**config.mk**
```make
export PLATFORM = sky130hd
export DESIGN_NAME = v3a_front
export DESIGN_NICKNAME = d
export VERILOG_FILES = /design/src/v3a_pkg.sv /design/src/v3a_front.sv
export SDC_FILE = /design/constraint.sdc
export NUM_CORES = 1
export LEC_CHECK = 0
export BUFFER_PORTS_ARGS = -buffer_cell sky130_fd_sc_hd__buf_2
export CELL_PAD_IN_SITES_DETAIL_PLACEMENT = 1
export CELL_PAD_IN_SITES_GLOBAL_PLACEMENT = 2
export CORE_MARGIN = 10
export CORE_UTILIZATION = 33
export CTS_BUF_LIST = sky130_fd_sc_hd__clkbuf_2 sky130_fd_sc_hd__clkbuf_4 sky130_fd_sc_hd__clkbuf_8
export DETAILED_ROUTE_END_ITERATION = 8
export GPL_ROUTABILITY_DRIVEN = 0
export GPL_TIMING_DRIVEN = 0
export PLACE_DENSITY_LB_ADDON = 0.1
export SYNTH_ARGS = -nofsm -noshare
export SYNTH_HDL_FRONTEND = slang
export SYNTH_SLANG_ARGS = --single-unit
```
**constraint.sdc**
```tcl
create_clock -name clk -period 10.1 [get_ports clk]
set_input_delay 0 -clock clk [delete_from_list [all_inputs] [get_ports clk]]
set_output_delay 0 -clock clk [all_outputs]
set_load 0.02 [all_outputs]
```
**src/v3a_pkg.sv**
```systemverilog
// v3a_pkg: shared types and codes of the three-component vector ALU.
// No dependencies; imported by every module of the block except v3a_isqrt and v3a_div.
package v3a_pkg;

  // Raw operation codes as they arrive on the input channel.
  localparam logic [3:0] ACT_ADD   = 4'd0;
  localparam logic [3:0] ACT_SUB   = 4'd1;
  localparam logic [3:0] ACT_DOT   = 4'd2;
  localparam logic [3:0] ACT_SCALE = 4'd3;
  localparam logic [3:0] ACT_CROSS = 4'd4;
  localparam logic [3:0] ACT_NORM  = 4'd5;
  localparam logic [3:0] ACT_DIR   = 4'd6;
  localparam logic [3:0] ACT_DIST  = 4'd7;
  localparam logic [3:0] ACT_MAXAX = 4'd8;

  // Width of the integer square root of a sum of three squared magnitudes.
  localparam int ROOT_BITS = 36;

  typedef enum logic [3:0] {
    KIND_ADD, KIND_SUB, KIND_DOT, KIND_SCALE, KIND_CROSS,
    KIND_NORM, KIND_DIR, KIND_DIST, KIND_MAXAX, KIND_NONE
  } kind_t;

  // Classified request: sign-extended operands and the exact difference a-b.
  typedef struct packed {
    kind_t             kind;
    logic [2:0][32:0]  a;
    logic [2:0][32:0]  b;
    logic [2:0][32:0]  d;
    logic [32:0]       s;
  } item_t;

  typedef struct packed {
    logic [31:0] r_x;
    logic [31:0] r_y;
    logic [31:0] r_z;
    logic [31:0] sc;
    logic [1:0]  ax;
    logic        ov;
    logic        dz;
  } res_t;

endpackage

```
**src/v3a_front.sv**
```systemverilog
// v3a_front: input register that sign-extends operands and classifies the opcode.
// Depends on v3a_pkg.
module v3a_front #(
  parameter int WORD_BITS = 32
) (
  input  logic                clk,
  input  logic                rst_n,
  input  logic                in_valid,
  output logic                in_ready,
  input  logic [3:0]          in_action,
  input  logic [31:0]         in_a_x,
  input  logic [31:0]         in_a_y,
  input  logic [31:0]         in_a_z,
  input  logic [31:0]         in_b_x,
  input  logic [31:0]         in_b_y,
  input  logic [31:0]         in_b_z,
  input  logic [31:0]         in_scale_factor,
  output logic                q_valid,
  input  logic                q_ready,
  output v3a_pkg::item_t      q_item
);
  import v3a_pkg::*;

  localparam int EFF = (WORD_BITS < 32) ? WORD_BITS : 32;
  localparam int SH  = 32 - EFF;

  logic  v_r;
  item_t item_r, item_nxt;

  function automatic logic [32:0] sext(logic [31:0] x);
    logic signed [31:0] t;
    t = $signed(x << SH) >>> SH;
    return 33'(t);
  endfunction

  always_comb begin
    logic [31:0] av [3];
    logic [31:0] bv [3];
    av[0] = in_a_x; av[1] = in_a_y; av[2] = in_a_z;
    bv[0] = in_b_x; bv[1] = in_b_y; bv[2] = in_b_z;
    unique case (in_action)
      ACT_ADD:   item_nxt.kind = KIND_ADD;
      ACT_SUB:   item_nxt.kind = KIND_SUB;
      ACT_DOT:   item_nxt.kind = KIND_DOT;
      ACT_SCALE: item_nxt.kind = KIND_SCALE;
      ACT_CROSS: item_nxt.kind = KIND_CROSS;
      ACT_NORM:  item_nxt.kind = KIND_NORM;
      ACT_DIR:   item_nxt.kind = KIND_DIR;
      ACT_DIST:  item_nxt.kind = KIND_DIST;
      ACT_MAXAX: item_nxt.kind = KIND_MAXAX;
      default:   item_nxt.kind = KIND_NONE;
    endcase
    for (int k = 0; k < 3; k++) begin
      item_nxt.a[k] = sext(av[k]);
      item_nxt.b[k] = sext(bv[k]);
      item_nxt.d[k] = 33'($signed(item_nxt.a[k]) - $signed(item_nxt.b[k]));
    end
    item_nxt.s = sext(in_scale_factor);
  end

  assign in_ready = !v_r || q_ready;
  assign q_valid  = v_r;
  assign q_item   = item_r;

  always_ff @(posedge clk) begin
    if (!rst_n) begin
      v_r <= 1'b0;
    end else if (in_ready) begin
      v_r <= in_valid;
      if (in_valid) item_r <= item_nxt;
    end
  end

endmodule

```
==> out/qor.csv <==
stage,metric,value,unit
synthesis,yosys.area.top_type,edfxtp_1,
pwr,vdd_drop_max,0.0869,mV
timing,setup_slack,7.21,ns
global_routing,gr-total-overflow,0,
placement,dpl.hpwl,43800,µm
cells_and_area,area_delta_synth_final,47.1,%
timing,finalSetupViolCount,0,
worst_setup_path,cp-start-kind,primary input,
routing,drt-pass1-iter-count,4,
floorplanning,rows,78,
timing,min_period,2.89,ns
synthesis,ys_seq_area_share,64.2,%
synthesis,netlist_area,15300,µm²
floorplanning,dieWidth,236,µm
timing,final_hold_viol_count,0,
clock_tree,insertion_delay,0.65,ns
cells_and_area,n_antenna_cell,0,
clock_tree,root_buffer,clkbuf_8,
floorplanning,die_y,236,µm
cells_and_area,nNetsFinal,2363,
placement,dp_slack,7.13,ns
worst_setup_path,cp.required,10.49,ns
global_routing,grt_max_degree,67,
status,status,"finished, final reports clean",
clock_tree,tritoncts,yes,
worst_setup_path,rr_worst_depth,4,
worst_setup_path,cp_common_cell,o21ai_1,
routing,wl_per_cell,22.1,µm
routing,drt_iter0_drc,622,
synthesis,synthTopCellsByCount,"edfxtp_1 (327), inv_1 (124), ha_1 (96)",
pwr,p_per_area,160,nW/µm²
floorplanning,start_util,33.6,%
worst_setup_path,path_class,primary input to register,
placement,port_buffers,567,
synthesis,synthesis.nets,1496,
routing,vias_per_cell,4.78,
clock_tree,htreeDepth,2,
global_routing,grt_pass1_wl,89500,µm
floorplanning,io_pins,568,
floorplanning,die-area,55500,µm²
routing,routed_wl,59300,µm
routing,ant_nets,0,
worst_setup_path,crit_fanout,4,
clock_tree,clockBufferDepth,3,
synthesis,synth_top_area_share,64.1,%
timing,relSlewSlack,48.8,%
synthesis,synthArstFlopShare,0,%
timing,clock_skew,0.0151,ns
synthesis,ys_ff_latch,328,
clock_tree,clock_sinks,328,
global_routing,grtUsageTotal,20.7,%
synthesis,synth.avg_cell_area,13.2,µm²
synthesis,synthTopCellsByArea,"edfxtp_1 (64%), ha_1 (7.8%), a21oi_1 (3.1%), inv_1 (3.0%), xnor2_1 (3.0%)",
clock_tree,cts_buffers,59,
timing,maxSlewViolCount,0,
timing,setup_tns,0,ns
synthesis,syn_inst,1165,
cells_and_area,fillers,4973,
synthesis,synth_edf_count,327,
cells_and_area,stdcell_area,22500,µm²
global_routing,grt_pass1_vias,14232,
cells_and_area,drive_gt1_share,32.5,%
clock_tree,clk_pin_slew,0.06,ns
floorplanning,core-area,45700,µm²
synthesis,synthFlopType,edfxtp_1,
pwr,p_leak,9.81,nW
placement,placed_area,19100,µm²
pwr,total_power,3.60,mW
worst_setup_path,cp.arrival,3.28,ns
global_routing,antenna_found_initial,0,
routing,drc,0,
timing,fin_crit_sh,28.6,%
worst_setup_path,cp-end-kind,register,
timing,worst_pin_slew,0.758,ns
timing,rsz0062_at_grt,no,
hold_path,hp-class,primary input to register,
timing,fmax,0.346,GHz
synthesis,synth_cell_type_count,69,
flow_run,maxCapViolations,0,
synthesis,synth.most_common_cell,edfxtp_1,
synthesis,yosysWarnings,0,
hold_path,whs_path_depth,2,
routing,vias,12817,
worst_setup_path,cp_cell_sequence,"dlygate4sd3_1, buf_2, inv_1, ha_1, fa_1, nor2b_1, o21ai_1, a21oi_1, o21bai_1, a31oi_1, a41oi_1, o2111ai_1, o21ai_1",
worst_setup_path,max_stage_delay,0.61,ns
worst_setup_path,cp_slowest_cell,a31oi_1,
-- worst max-delay path, delay by kind of cell --
family / cells / cell delay (ns)
AO/OA/AOI/OAI: 7 / 1.83
adder cells (fa/ha/maj): 2 / 0.64
buffers and inverters: 3 / 0.67
AND/OR/NAND/NOR: 1 / 0.13
-- final cells by class --
class	count	area, µm²	area share [%]
Timing Repair Buffer	806	5320	23.6
Sequential cell	328	9840	43.7
Multi-Input combinational cell	682	4880	21.7
Tap cell	600	751	3.33
Clock buffer	71	902	4.00
Inverter	124	465	2.07
Buffer	31	143	0.633
Clock inverter	40	238	1.05
-- where the power goes --
group | leakage, nW | switching, mW | internal [mW] | total [mW]
combinational | 6.15 | 0.436 | 0.294 | 0.730
clock | 0.602 | 0.603 | 0.646 | 1.25
sequential | 3.06 | 0.0185 | 1.60 | 1.62
total | 9.81 | 1.06 | 2.54 | 3.60
-- final timing paths --
| check | start | to | slack, ns |
|---|---|---|---|
| hold / removal | in_scale_factor[26] | q_item[26]$_DFFE_PP_ | 0.06 |
| setup / recovery | in_a_y[0] | q_item[98]$_DFFE_PP_ | 7.21 |
| hold reg to reg | q_valid$_SDFFE_PN0P_ | q_item[34]$_DFFE_PP_ | 1.04 |
| setup reg to reg | q_valid$_SDFFE_PN0P_ | q_item[317]$_DFFE_PP_ | 8.01 |
-- per-layer routing --
layer | wire length [µm] | vias to the layer above | track usage, % | part of all wire (%)
li1 | - | 6045 | - | -
met5 | 0 | - | 0 | 0
met4 | 1330 | 0 | 5.29 | 2.2
met1 | 22700 | 6269 | 22.9 | 38
met2 | 30800 | 420 | 37.5 | 52
met3 | 4420 | 83 | 6.70 | 7.5
-- cells in the final DEF, fill, tap and decap left out, types with 31 or more instances in the layout --
master         Yosys  layout
edfxtp_1         327     327
a21o_1            33      33
clkbuf_8           0      59
inv_1            124     124
xnor2_1           52      52
ha_1              96      96
nand2_1           70      70
nor2_1            41      41
xor2_1            32      32
o21ai_1           31      31
a21oi_1           95      95
buf_2              0     567
dlygate4sd3_1      0     234
-- kinds of logic (layout without fill, tap and decap cells) --
kind of cell	after synthesis	in the layout	synth area share, %
adder cells (fa/ha/maj)	99	99	8.23
flip-flops	328	328	64.2
AND/OR/NAND/NOR	215	215	6.90
multiplexers	1	1	0.0653
XOR/XNOR	84	84	4.80
AO/OA/AOI/OAI	283	283	11.8
buffers and inverters	155	1072	3.97
-- flip-flops by register name, indices dropped and copies added, names as in the netlist --
register	cells
q_item	327
q_valid	1
-- timing repair --
action / CTS / global route
hold buffers: 234 / 0
hold endpoints to repair: 331 / 0
endpoints found under the setup margin: 0 / 0
setup buffers: 0 / 0
resized for setup: 0 / 0
-- metrics by stage --
stage / hold WS (ns) / instances / utilization, %
after CTS: 0.0000772 / 2682 / 49.3
final: 0.0611 / 2682 / 49.3
after floorplan: 0.0989 / 1165 / -
after detailed placement: 0.179 / 2337 / 41.7
after global routing: 0.00324 / 2682 / 49.3
after global placement: 0.177 / 2332 / 41.4
No activity file was read; power rests on OpenSTA's default activity.
