**src/v3a_pkg.sv**
```systemverilog
// v3a_pkg: shared types and codes of the three-component vector ALU.
// No dependencies; imported by every module of the block except v3a_isqrt and v3a_div.
package v3a_pkg;

  // Raw operation codes as they arrive on the input channel.
  localparam logic [3:0] ACT_ADD   = 4'd0;
  localparam logic [3:0] ACT_SUB   = 4'd1;
  localparam logic [3:0] ACT_DOT   = 4'd2;
  localparam logic [3:0] ACT_SCALE = 4'd3;
  localparam logic [3:0] ACT_CROSS = 4'd4;
  localparam logic [3:0] ACT_NORM  = 4'd5;
  localparam logic [3:0] ACT_DIR   = 4'd6;
  localparam logic [3:0] ACT_DIST  = 4'd7;
  localparam logic [3:0] ACT_MAXAX = 4'd8;

  // Width of the integer square root of a sum of three squared magnitudes.
  localparam int ROOT_BITS = 36;

  typedef enum logic [3:0] {
    KIND_ADD, KIND_SUB, KIND_DOT, KIND_SCALE, KIND_CROSS,
    KIND_NORM, KIND_DIR, KIND_DIST, KIND_MAXAX, KIND_NONE
  } kind_t;

  // Classified request: sign-extended operands and the exact difference a-b.
  typedef struct packed {
    kind_t             kind;
    logic [2:0][32:0]  a;
    logic [2:0][32:0]  b;
    logic [2:0][32:0]  d;
    logic [32:0]       s;
  } item_t;

  typedef struct packed {
    logic [31:0] r_x;
    logic [31:0] r_y;
    logic [31:0] r_z;
    logic [31:0] sc;
    logic [1:0]  ax;
    logic        ov;
    logic        dz;
  } res_t;

endpackage

```
**src/v3a_queue.sv**
```systemverilog
// v3a_queue: two-entry request queue between the front and the execution pipeline.
// Depends on v3a_pkg.
module v3a_queue (
  input  logic            clk,
  input  logic            rst_n,
  input  logic            push_valid,
  output logic            push_ready,
  input  v3a_pkg::item_t  push_item,
  output logic            pop_valid,
  input  logic            pop_ready,
  output v3a_pkg::item_t  pop_item
);
  import v3a_pkg::*;

  item_t      mem_r [2];
  logic       wr_r, rd_r;
  logic [1:0] cnt_r;
  logic       push, pop;

  assign push_ready = (cnt_r != 2'd2);
  assign pop_valid  = (cnt_r != 2'd0);
  assign pop_item   = mem_r[rd_r];
  assign push       = push_valid && push_ready;
  assign pop        = pop_valid && pop_ready;

  always_ff @(posedge clk) begin
    if (!rst_n) begin
      wr_r  <= 1'b0;
      rd_r  <= 1'b0;
      cnt_r <= 2'd0;
    end else begin
      if (push) begin
        mem_r[wr_r] <= push_item;
        wr_r        <= !wr_r;
      end
      if (pop) rd_r <= !rd_r;
      cnt_r <= cnt_r + 2'(push) - 2'(pop);
    end
  end

endmodule

```
**config.mk**
```make
export PLATFORM = sky130hd
export DESIGN_NAME = v3a_queue
export DESIGN_NICKNAME = d
export VERILOG_FILES = /design/src/v3a_pkg.sv /design/src/v3a_queue.sv
export SDC_FILE = /design/constraint.sdc
export NUM_CORES = 1
export LEC_CHECK = 0
export ABC_AREA = 1
export ABC_CLOCK_PERIOD_IN_PS = 16160
export BUFFER_PORTS_ARGS = -buffer_cell sky130_fd_sc_hd__buf_2
export CORE_MARGIN = 3
export CORE_UTILIZATION = 30
export CTS_BUF_LIST = sky130_fd_sc_hd__clkbuf_8 sky130_fd_sc_hd__clkbuf_16
export DETAILED_ROUTE_END_ITERATION = 8
export PLACE_DENSITY_LB_ADDON = 0.12
export SYNTH_ARGS = -nofsm -noshare
export SYNTH_HDL_FRONTEND = slang
export SYNTH_SLANG_ARGS = --single-unit
```
**constraint.sdc**
```tcl
create_clock -name clk -period 16.16 [get_ports clk]
set_clock_uncertainty 0.2 [all_clocks]
set_input_delay 1.616 -clock clk [delete_from_list [all_inputs] [get_ports clk]]
set_output_delay 1.616 -clock clk [all_outputs]
set_load 0.05 [all_outputs]
```
==> results of run 1 <==
[cell usage after synthesis (all sizes together)]
master  instances  area share
edfxtp        668        0.79
dfxtp           5      0.0039
ha              2     0.00098
a21oi           1     0.00020
buf            37       0.015
nor2            8      0.0012
inv             9      0.0013
mux2          334        0.19
nand2          10      0.0015
nand3           4     0.00079
[routing by layer]
layer / global-route usage / wire, µm / vias to the layer above
li1: - / - / 5768
met1: 0.144 / 22300 / 6317
met2: 0.248 / 33300 / 441
met3: 0.0588 / 5630 / 115
met4: 0.0476 / 1720 / 18
met5: 0 / 117 / -
[where the power goes]
group / switching (mW) / total [mW] / internal (mW)
Sequential: 0.0511 / 2.15 / 2.10
Combinational: 1.16 / 1.68 / 0.512
Clock: 0.678 / 1.58 / 0.901
Total: 1.89 / 5.40 / 3.51
[state kept, by name (all words and copies together) (netlist names), named ones only]
signal and count:
cnt_r 2, mem_r 668, rd_r 1, wr_r 1
[area by class of cell]
type / count / area, µm² / share of cell area
diodes: 14 / 35.0 / 0.00108
clock buffers: 79 / 1980 / 0.0612
clock inverters: 55 / 332 / 0.0103
inverters: 9 / 41.3 / 0.00128
multi-input cells: 359 / 4860 / 0.150
flip-flops and latches: 673 / 20200 / 0.624
well taps: 1134 / 1420 / 0.0439
repair buffers: 682 / 3490 / 0.108
[tightest hold or removal path: stages (launching register included)]
cell and delay, ns:
sky130_fd_sc_hd__dfxtp_1 0.32, sky130_fd_sc_hd__nor2_1 0.06, sky130_fd_sc_hd__nor2_1 0.08
[stage by stage]
step / total power, mW / hold WS [ns] / util
after floorplan: 3.56 / 0.258 / -
after global placement: 3.89 / 0.285 / 0.358
after detailed placement: 3.89 / 0.287 / 0.358
after CTS: 5.50 / 0.296 / 0.385
after global routing: 5.63 / 0.348 / 0.385
final: 5.40 / 0.298 / 0.386
[cells in the final DEF, fill, tap and decap left out]
master	instances
sky130_fd_sc_hd__nor2_4	1
sky130_fd_sc_hd__nor2_1	7
sky130_fd_sc_hd__ha_1	2
sky130_fd_sc_hd__clkinv_8	1
sky130_fd_sc_hd__clkinv_16	2
sky130_fd_sc_hd__clkinv_4	1
sky130_fd_sc_hd__a21oi_1	1
sky130_fd_sc_hd__bufinv_16	1
sky130_fd_sc_hd__inv_1	27
sky130_fd_sc_hd__buf_4	5
sky130_fd_sc_hd__inv_8	1
sky130_fd_sc_hd__clkinv_1	20
sky130_fd_sc_hd__buf_12	4
sky130_fd_sc_hd__dfxtp_4	1
sky130_fd_sc_hd__diode_2	14
sky130_fd_sc_hd__edfxtp_1	668
sky130_fd_sc_hd__inv_16	1
sky130_fd_sc_hd__buf_2	673
sky130_fd_sc_hd__dfxtp_1	4
sky130_fd_sc_hd__nand2_1	10
sky130_fd_sc_hd__mux2_4	260
sky130_fd_sc_hd__clkbuf_16	79
sky130_fd_sc_hd__clkinv_2	10
sky130_fd_sc_hd__nand3_1	4
sky130_fd_sc_hd__mux2_2	74
[worst max-delay path by stage]
stage,from,end,slack [ns],cells past startpoint
2_1_floorplan,push_valid,mem_r[1][0],5.04,2
5_1_grt,flip-flop,pop_item[9],10.05,4
4_1_cts,flip-flop,pop_item[15],10.23,4
6_report,flip-flop,pop_item[159],10.33,4
3_5_place_dp,flip-flop,pop_item[15],10.91,4
3_3_place_gp,rst_n,mem_r[0][135],10.86,7
[logic make-up after synthesis]
kind of cell             count (synthesis)
flip-flops                             673
adder cells (fa/ha/maj)                  2
AND/OR/NAND/NOR                         22
multiplexers                           334
AO/OA/AOI/OAI                            1
buffers and inverters                   46
==> out/qor.log, run 1 <==
[status] outcome complete, no violations
[drt] Post-DRT Antenna Nets 0
[yosys] multiplexer share of the synthesized area 0.186
[timing] Setup TNS 0 ns
[global_routing] global-route wire length before repair 90700 µm
[yosys] area fraction in and, or, nand and nor cells after synthesis 0.00345
[worst_hold_path] worst hold stages 2
[floorplanning] width of the chip 297 µm
[place] instance area after placement 0.0300 mm²
[critical_path] critical path required time 14.34 ns
[floorplanning] initial core utilization 0.303
[place] HPWL reported at the end of detailed placement 43400 µm
[critical_path] crit-path max cell delay 0.94 ns
[yosys] adder and majority cell fraction of the synthesized area 0.000984
[critical_path] capture point of the worst reg-to-reg path mem_r[0][159]
[place] worst setup timing slack at the placement stage 10.91 ns
[final_layout] Filler Cells Inserted 7912
[final_layout] share of post-route cells with drive strength above 1 0.600
[timing] crit path time final 5.83 ns
[timing] Least-Margin Pin Slew 1.15 ns
[critical_path] Startpoint Class flip-flop
[critical_path] type of the worst setup path flip-flop to output pin
[final_layout] Layout area overhead 27.1%
[place] Port-buffer cells 673
[global_routing] leftover overflow at the end of global routing 0
[timing] slack of the critical path 10.33 ns
[timing] count of endpoints failing hold in the final timing report 0
[critical_path] data arrival time of the critical path 4.01 ns
[floorplanning] Cell Rows 106
[timing] achievable frequency 172 MHz
[drt] Via Count 12700
[floorplanning] area enclosed by the die boundary 0.0883 mm²
[flow_run] max-cap check violation count 0
[floorplanning] die span in y 297 µm
[power_and_ir_drop] leakage component of the power 12.3 nW
[timing] Slew HR 0.231
[clocking] number of buffers inserted for hold repair after clock tree synthesis 0
[clocking] Post-CTS Setup Inserts 0
[final_layout] total non-filler cell area in the finished layout 0.0323 mm²
[place] routability congestion estimate from global placement 0.757
[clocking] total CTS buffers 76
[critical_path] startpoint of the worst-slack reg-to-reg timing path cnt_r[0]
[clocking] number of sinks handled by clock tree synthesis 673
[critical_path] CP Cell Sequence buf_4 -> buf_12 -> mux2_4 -> buf_2
[worst_hold_path] startpoint of the worst hold path rd_r
[timing] number of slew-limit violations in the final report 0
[drt] DRC violation count after routing 0
[drt] Final Routed Wirelength 63100 µm
[global_routing] GRT Util Overall 0.138
[drt] count of routing violations after the opening detailed-route iteration 670
[critical_path] category of cells accounting for the largest share of critical-path delay buffers and inverters
[clocking] Reg clk slew, reported paths 0.06 ns
[yosys] total of flip-flops plus latches after synthesis 673
[clocking] clock tree from TritonCTS built
[drt] TritonRoute pass-1 iters 4
[final_layout] non-filler instance count after layout 3005
[global_routing] antenna violations before repair 25
[critical_path] critical path buffer and inverter count 3
[yosys] Yosys Warn Count 0
[critical_path] slack of the worst reg-to-reg path 12.33 ns
[timing] period utilization 0.361
[yosys] Syn Nets 1418
[clocking] PostCTS Resize Cnt 0
[yosys] summed instance area of the synthesized netlist 0.0254 mm²
[yosys] sequential cell area fraction in the yosys report 0.793
[clocking] buffers from clock root to sink, at most 3
[place] placed instance count 2857
[yosys] xor and xnor area share after synthesis 0
[yosys] Cells after Synth 1078
[timing] setup repair after global routing missed its margin no
[clocking] CTS Root Cell sky130_fd_sc_hd__clkbuf_16
[clocking] clock latency of the later-clocked register in the worst-skew pair 0.61 ns
[power_and_ir_drop] worst supply voltage drop on vdd 0.127 mV
[critical_path] critical path's slowest cell sky130_fd_sc_hd__dfxtp_4
[critical_path] maximum fanout along the worst path 116
[yosys] average cell area after synthesis 23.6 µm²
[yosys] post-synthesis compound-gate area fraction 0.000197
[global_routing] maximum number of pins on one net before global-route repair 157
[drt] drt via density 4.21
[floorplanning] I/O pin cnt 674
[drt] drt wl/cell 21.0 µm
[final_layout] Net count, final 2141
[power_and_ir_drop] Pwr per Cell Area 167 mW/mm²
[clocking] H-tree levels 3
[global_routing] via count of the first global-routing pass 13600
[yosys] dominant combinational cell family by area after synthesis multiplexers
[critical_path] length in cells of the worst reg-to-reg path 6
[timing] final-report setup violation count 0
[floorplanning] Std-Cell Core Area 0.0838 mm²
[critical_path] endpoint class of the critical path output pin
[yosys] count of different cell masters after synthesis 12
[worst_hold_path] path category of the worst min-delay check flip-flop to flip-flop
[worst_hold_path] end of the worst hold path rd_r
Power figures use the tool's default switching activity.
==> run 2, diff against run 1 <==
--- a/config.mk
+++ b/config.mk
@@ -5,8 +5,8 @@
 export SDC_FILE = /design/constraint.sdc
 export NUM_CORES = 1
 export LEC_CHECK = 0
-export ABC_AREA = 1
-export ABC_CLOCK_PERIOD_IN_PS = 16160
+export ABC_AREA = 0
+export ABC_CLOCK_PERIOD_IN_PS = 4700
 export BUFFER_PORTS_ARGS = -buffer_cell sky130_fd_sc_hd__buf_2
 export CORE_MARGIN = 3
 export CORE_UTILIZATION = 30
==> constraint.sdc (replaced) <==
create_clock -name clk -period 4.7 [get_ports clk]
set_clock_uncertainty 0.2 [all_clocks]
set_input_delay 0.47 -clock clk [delete_from_list [all_inputs] [get_ports clk]]
set_output_delay 0.47 -clock clk [all_outputs]
set_load 0.05 [all_outputs]
==> run 2 against run 1 <==
Compared with the run above:
- clock power grew to 3.6 times the previous value
- register-to-register slack got worse by 10 ns
- setup slack got worse by 8.8 ns
- via count increased by 9.9%
- sequential share of layout area down 6.6 points
- critical endpoint is now pop_item[314]
- largest cell class unchanged
==> out/qor.log, run 2 <==
[final_layout] Net count, final 2493 [+16%]
[yosys] dominant synthesized flop cell sky130_fd_sc_hd__edfxtp_1
[yosys] count of different cell masters after synthesis 19 [+7]
[yosys] summed instance area of the synthesized netlist 0.0254 mm² [about the same]
[place] HPWL reported at the end of detailed placement 47200 µm [+8.8%]
[yosys] Yosys Warn Count 0 [unchanged]
[clocking] clock tree from TritonCTS built
[final_layout] Regs by FF count mem_r (668), cnt_r (2)
[global_routing] antenna violations before repair 8 [-68%]
[final_layout] commonest non-fill, non-tap cell in the layout sky130_fd_sc_hd__buf_2
[clocking] Reg clk slew, reported paths 0.06 ns [about the same]
[yosys] synth cell count leaders sky130_fd_sc_hd__edfxtp_1 (668), sky130_fd_sc_hd__mux2_4 (260), sky130_fd_sc_hd__mux2_2 (74), sky130_fd_sc_hd__buf_6 (30), sky130_fd_sc_hd__buf_2 (7)
[global_routing] global-route wire length before repair 98600 µm [+8.7%]
[power_and_ir_drop] worst supply voltage drop on vdd 0.345 mV [+170%]
[final_layout] fraction of the core area covered by cells at the end of the flow 0.431 [+0.0458]
[clocking] number of sinks handled by clock tree synthesis 673 [unchanged]
[yosys] Cells after Synth 1064 [-1.3%]
[critical_path] slack of the worst reg-to-reg path 2.24 ns [-10.09 ns]
[worst_hold_path] path category of the worst min-delay check primary input to flip-flop
[worst_hold_path] startpoint of the worst hold path pop_ready
[clocking] buffers from clock root to sink, at most 3 [unchanged]
[floorplanning] Std-Cell Core Area 0.0838 mm² [unchanged]
[timing] final-report setup violation count 0 [unchanged]
[yosys] share of flip-flops with an asynchronous set or reset 0 [unchanged]
[critical_path] Startpoint Class flip-flop
[critical_path] startpoint of the worst-slack reg-to-reg timing path cnt_r[0]
[final_layout] Layout area overhead 42.3%
[place] Port-buffer cells 673 [unchanged]
[timing] Slew HR 0.399 [+0.169]
[drt] Final Routed Wirelength 66900 µm [+6.2%]
[critical_path] critical path required time 4.03 ns [-10.31 ns]
[timing] number of slew-limit violations in the final report 0 [unchanged]
[global_routing] maximum number of pins on one net before global-route repair 102 [-35%]
[final_layout] share of post-route cells with drive strength above 1 0.524 [-0.0755]
[place] routability congestion estimate from global placement 0.783 [+3.4%]
[yosys] most instantiated library cell after synthesis sky130_fd_sc_hd__edfxtp_1
[final_layout] number of flip-flops in the largest register 668 [unchanged]
[critical_path] data arrival time of the critical path 2.50 ns [-1.51 ns]
[critical_path] maximum fanout along the worst path 51 [-56%]
[timing] crit path time final 3.17 ns
[clocking] H-tree levels 3 [unchanged]
[drt] drt wl/cell 20.0 µm [-4.9%]
[clocking] total CTS buffers 77 [+1.3%]
[final_layout] register with the most flip-flops mem_r
[status] outcome complete, no violations
[timing] period utilization 0.676
[global_routing] GRT Util Overall 0.148 [+0.0100]
[critical_path] length in cells of the worst reg-to-reg path 4 [-2]
[yosys] biggest area contributors in the synthesized netlist sky130_fd_sc_hd__edfxtp_1 (79%), sky130_fd_sc_hd__mux2_4 (15%), sky130_fd_sc_hd__mux2_2 (3.3%), sky130_fd_sc_hd__buf_6 (1.3%), sky130_fd_sc_hd__dfxtp_1 (0.39%)
[yosys] cell type with the highest aggregate area in the netlist sky130_fd_sc_hd__edfxtp_1
[yosys] total of flip-flops plus latches after synthesis 673 [unchanged]
[floorplanning] width of the chip 297 µm [about the same]
[global_routing] via count of the first global-routing pass 15500 [+14%]
[clocking] CTS Root Cell sky130_fd_sc_hd__clkbuf_16
[drt] drt via density 4.15 [-1.5%]
[clocking] clock latency of the later-clocked register in the worst-skew pair 0.61 ns [about the same]
[clocking] PostCTS Resize Cnt 0 [unchanged]
[timing] achievable frequency 315 MHz
[final_layout] leading cell types in the layout, fill and taps excluded sky130_fd_sc_hd__buf_2 (673), sky130_fd_sc_hd__edfxtp_1 (668), sky130_fd_sc_hd__dlygate4sd3_1 (338), sky130_fd_sc_hd__mux2_4 (260), sky130_fd_sc_hd__clkbuf_16 (79)
[critical_path] capture point of the worst reg-to-reg path mem_r[1][164]
[yosys] average cell area after synthesis 23.9 µm² [+1.3%]
[timing] setup repair after global routing missed its margin no
[floorplanning] die span in y 297 µm [about the same]
[yosys] EDFF count, synth 668 [unchanged]
[timing] Least-Margin Pin Slew 0.901 ns [-0.251 ns]
[power_and_ir_drop] leakage component of the power 13.9 nW [+13%]
[drt] count of routing violations after the opening detailed-route iteration 615 [-8.2%]
[yosys] sequential cell area fraction in the yosys report 0.794 [about the same]
[power_and_ir_drop] Pwr per Cell Area 529 mW/mm² [+220%]
[critical_path] CP endpoint pop_item[314]
[drt] Via Count 13900 [+9.9%]
[drt] TritonRoute pass-1 iters 6 [+2]
[floorplanning] I/O pin cnt 674 [unchanged]
[critical_path] endpoint class of the critical path output pin
[yosys] proportion of netlist area held by the largest area contributor 0.790 [about the same]
[timing] Setup TNS 0 ns [unchanged]
[flow_run] max-cap check violation count 0 [unchanged]
[global_routing] leftover overflow at the end of global routing 0 [unchanged]
[floorplanning] area enclosed by the die boundary 0.0882 mm² [about the same]
[timing] count of endpoints failing hold in the final timing report 0 [unchanged]
[drt] Post-DRT Antenna Nets 0 [unchanged]
[floorplanning] Cell Rows 106 [unchanged]
[yosys] Syn Nets 1404 [-0.99%]
[critical_path] type of the worst setup path flip-flop to output pin
[drt] DRC violation count after routing 0 [unchanged]
[floorplanning] initial core utilization 0.303 [about the same]
-- run 2: changes by cell type after synthesis, moves of 2 or more --
| cell | before | now |
|---|---|---|
| sky130_fd_sc_hd__and2_1 | 0 | 3 |
| sky130_fd_sc_hd__inv_1 | 9 | 2 |
| sky130_fd_sc_hd__nand2_1 | 10 | 1 |
| sky130_fd_sc_hd__nand3_1 | 4 | 1 |
| sky130_fd_sc_hd__nor2_1 | 8 | 1 |
| sky130_fd_sc_hd__nor2b_1 | 0 | 2 |
| sky130_fd_sc_hd__xnor2_1 | 0 | 3 |
-- run 2: logic make-up after synthesis --
family	count (synthesis)	synth area share
XOR/XNOR	3	0.00103
adder cells (fa/ha/maj)	2	0.000985
AO/OA/AOI/OAI	2	0.000542
multiplexers	334	0.186
buffers and inverters	39	0.0150
AND/OR/NAND/NOR	11	0.00246
flip-flops	673	0.794
-- run 2: final cells by class --
| class | instances | area (µm²) |
|---|---|---|
| fill | 7614 | 47700 |
| sequential | 673 | 20200 |
| timing repair buffer | 1047 | 7180 |
| multi-input combinational | 352 | 4900 |
| clock buffer | 80 | 1990 |
| tap | 1134 | 1420 |
| clock inverter | 58 | 469 |
| antenna | 7 | 17.5 |
| inverter | 2 | 7.51 |
-- run 2: worst min-delay path by stage --
stage	endpoint	cells after the start
floorplan	flip-flop	2
global placement	rd_r	2
detailed placement	rd_r	2
CTS	rd_r	4
global route	flip-flop	4
finish	rd_r	4
-- run 2: timing repair --
item                                   CTS  global route
hold buffers                           338             0
setup buffers                            0             0
endpoints found under the hold margin  673             0
-- run 2: power breakdown --
group          switching [mW]  leakage, nW  internal (mW)
sequential              0.133         6.16           7.12
clock                    2.37         1.25           3.36
combinational            4.10         6.48           2.03
-- run 2: metrics by stage --
stage,cell area [µm²],total power [mW],std cells,worst slack [ns],hold slack (ns)
after CTS,36100,19.5,3346,1.45,0.0779
after floorplan,25400,12.1,1064,-1.53,0.304
after detailed placement,30300,13.4,2870,2.07,0.329
after global placement,30300,13.3,2870,2.11,0.320
after global routing,36100,19.9,3353,1.40,0.170
final,36100,19.1,3353,1.53,0.129
-- run 2: per-layer routing --
| metal | vias up | track usage | routed length [µm] |
|---|---|---|---|
| met2 | 470 | 0.271 | 35600 |
| met4 | 0 | 0.0538 | 2090 |
| li1 | 6462 | - | - |
| met3 | 117 | 0.0445 | 4660 |
| met5 | - | 0 | 0 |
| met1 | 6858 | 0.161 | 24600 |
-- run 2: critical path, cell delays in order, from the launching register on --
cell	delay [ns]
sky130_fd_sc_hd__dfxtp_4	0.56
sky130_fd_sc_hd__buf_12	0.30
sky130_fd_sc_hd__buf_12	0.38
sky130_fd_sc_hd__mux2_4	0.34
sky130_fd_sc_hd__buf_2	0.21
==> run 3, diff against run 2 <==
--- a/config.mk
+++ b/config.mk
@@ -5,8 +5,8 @@
 export SDC_FILE = /design/constraint.sdc
 export NUM_CORES = 1
 export LEC_CHECK = 0
-export ABC_AREA = 0
-export ABC_CLOCK_PERIOD_IN_PS = 4700
+export ABC_AREA = 1
+export ABC_CLOCK_PERIOD_IN_PS = 3000
 export BUFFER_PORTS_ARGS = -buffer_cell sky130_fd_sc_hd__buf_2
 export CORE_MARGIN = 3
 export CORE_UTILIZATION = 30
==> constraint.sdc (replaced) <==
create_clock -name clk -period 3 [get_ports clk]
set_clock_uncertainty 0.2 [all_clocks]
set_input_delay 0.3 -clock clk [delete_from_list [all_inputs] [get_ports clk]]
set_output_delay 0.3 -clock clk [all_outputs]
set_load 0.05 [all_outputs]
==> run 3 against run 2 <==
Compared with the run above:
- non-clock buffer count shrank 6
- highest routed layer is now met5
- sequential power grew 59%
- total power grew 55%
- via count grew 0.27%
- critical endpoint is now pop_item[2]
- critical path depth shrank 1
- clock-buffer cell count shrank 3
- routed wire length shrank 3.2%
==> out/qor.log, run 3 (synthesized netlist as in run 1, its figures left out) <==
[status] outcome complete, no violations
[clocking] buffers from clock root to sink, at most 3 [unchanged]
[final_layout] Filler Cells Inserted 7582 [-0.42%]
[final_layout] Layout area overhead 41.5%
[drt] TritonRoute pass-1 iters 7 [+1]
[critical_path] data arrival time of the critical path 2.27 ns [-0.23 ns]
[floorplanning] area enclosed by the die boundary 0.0883 mm² [about the same]
[timing] number of slew-limit violations in the final report 0 [unchanged]
[floorplanning] Std-Cell Core Area 0.0838 mm² [unchanged]
[clocking] number of sinks handled by clock tree synthesis 673 [unchanged]
[floorplanning] die span in y 297 µm [about the same]
[clocking] CTS Root Cell sky130_fd_sc_hd__clkbuf_16
[critical_path] type of the worst setup path flip-flop to output pin
[clocking] number of buffers inserted for hold repair after clock tree synthesis 337 [-0.30%]
[critical_path] Startpoint Class flip-flop
[clocking] H-tree levels 3 [unchanged]
[global_routing] GRT Util Overall 0.144 [-0.00423]
[timing] Slew HR 0.567 [+0.168]
[timing] slack of the critical path 0.228 ns [-1.30 ns]
[timing] period utilization 0.924
[flow_run] max-cap check violation count 0 [unchanged]
[timing] final-report setup violation count 0 [unchanged]
[drt] Post-DRT Antenna Nets 0 [unchanged]
[place] routability congestion estimate from global placement 0.777 [-0.75%]
[power_and_ir_drop] Pwr per Cell Area 823 mW/mm² [+56%]
[place] Port-buffer cells 673 [unchanged]
[power_and_ir_drop] worst supply voltage drop on vdd 0.469 mV [+36%]
[clocking] Reg clk slew, reported paths 0.06 ns [about the same]
[clocking] Post-CTS Setup Inserts 0 [unchanged]
[floorplanning] Cell Rows 106 [unchanged]
[final_layout] share of post-route cells with drive strength above 1 0.517 [-0.00748]
[global_routing] maximum number of pins on one net before global-route repair 78 [-24%]
[drt] count of routing violations after the opening detailed-route iteration 559 [-9.1%]
[final_layout] leading cell types in the layout, fill and taps excluded sky130_fd_sc_hd__buf_2 (673), sky130_fd_sc_hd__edfxtp_1 (668), sky130_fd_sc_hd__dlygate4sd3_1 (337), sky130_fd_sc_hd__mux2_4 (260), sky130_fd_sc_hd__clkbuf_16 (77)
[drt] DRC violation count after routing 0 [unchanged]
[worst_hold_path] path category of the worst min-delay check primary input to flip-flop
[drt] Final Routed Wirelength 64800 µm [-3.2%]
[floorplanning] width of the chip 297 µm [about the same]
[final_layout] fraction of the core area covered by cells at the end of the flow 0.429 [-0.00224]
[final_layout] Net count, final 2500 [+0.28%]
[drt] drt via density 4.16 [+0.30%]
[drt] Via Count 13900 [+0.27%]
[final_layout] Regs by FF count mem_r (668), cnt_r (2)
[clocking] total CTS buffers 76 [-1.3%]
[global_routing] via count of the first global-routing pass 15300 [-0.86%]
[floorplanning] I/O pin cnt 674 [unchanged]
[floorplanning] initial core utilization 0.303 [about the same]
[global_routing] leftover overflow at the end of global routing 0 [unchanged]
[place] worst setup timing slack at the placement stage 0.832 ns [-1.24 ns]
[final_layout] commonest non-fill, non-tap cell in the layout sky130_fd_sc_hd__buf_2
[timing] count of endpoints failing hold in the final timing report 0 [unchanged]
[timing] achievable frequency 361 MHz
[power_and_ir_drop] leakage component of the power 13.9 nW [-0.26%]
[drt] drt wl/cell 19.3 µm [-3.2%]
[critical_path] maximum fanout along the worst path 34 [-33%]
[critical_path] critical path required time 2.50 ns [-1.53 ns]
[clocking] clock latency of the later-clocked register in the worst-skew pair 0.61 ns [about the same]
[timing] crit path time final 2.77 ns
[clocking] clock tree from TritonCTS built
[place] instance area after placement 0.0303 mm² [about the same]
[timing] setup repair after global routing missed its margin no
[place] HPWL reported at the end of detailed placement 45300 µm [-4.1%]
[final_layout] register with the most flip-flops mem_r
[final_layout] number of flip-flops in the largest register 668 [unchanged]
[timing] Least-Margin Pin Slew 0.649 ns [-0.252 ns]
[global_routing] antenna violations before repair 6 [-2]
[critical_path] endpoint class of the critical path output pin
[global_routing] global-route wire length before repair 96800 µm [-1.9%]
[clocking] PostCTS Resize Cnt 0 [unchanged]
[final_layout] total non-filler cell area in the finished layout 0.0360 mm² [-0.52%]
[run 3: path summary, 6_finish.rpt]
check	cells past startpoint	end	from	slack, ns
hold / removal	2	mem_r[0][267]	push_item[267]	0.21
hold reg to reg	2	wr_r	wr_r	0.29
setup / recovery	3	pop_item[2]	flip-flop	0.23
setup reg to reg	6	mem_r[1][226]	cnt_r[0]	0.96
[run 3: stage by stage]
step	total power, mW	hold WS [ns]	cells	TNS [ns]
2_1_floorplan	19.1	0.193	1078	-2121.79
3_3_place_gp	21.1	0.270	2879	0
3_5_place_dp	21.1	0.280	2879	0
4_1_cts	30.1	0.148	3349	0
5_1_grt	30.8	0.175	3352	0
6_report	29.6	0.207	3352	0
[run 3: final cells by class]
| type | count | area (µm²) | area share |
|---|---|---|---|
| diodes | 3 | 7.51 | 0.000209 |
| clock buffers | 77 | 1930 | 0.0536 |
| clock inverters | 56 | 355 | 0.00988 |
| inverters | 9 | 40.0 | 0.00111 |
| multi-input cells | 359 | 4900 | 0.136 |
| flip-flops and latches | 673 | 20200 | 0.561 |
| well taps | 1134 | 1420 | 0.0395 |
| repair buffers | 1041 | 7150 | 0.199 |
[run 3: per-layer routing]
metal,GRT usage,vias to the layer above,share of wire
met5,0,-,0.00032
met3,0.0414,126,0.063
met2,0.262,405,0.53
met1,0.158,6942,0.37
li1,-,6468,-
met4,0.0542,4,0.033
[run 3: worst max-delay path, stage by stage (launching register included)]
cell and delay, ns:
sky130_fd_sc_hd__dfxtp_4 0.48, sky130_fd_sc_hd__buf_4 0.54, sky130_fd_sc_hd__mux2_2 0.40, sky130_fd_sc_hd__buf_2 0.21
[run 3: where the power goes]
group          leakage (nW)  internal, mW  switching (mW)
registers              6.16          11.3           0.212
clock network          1.20          4.77            3.68
logic                  6.50          3.13            6.51
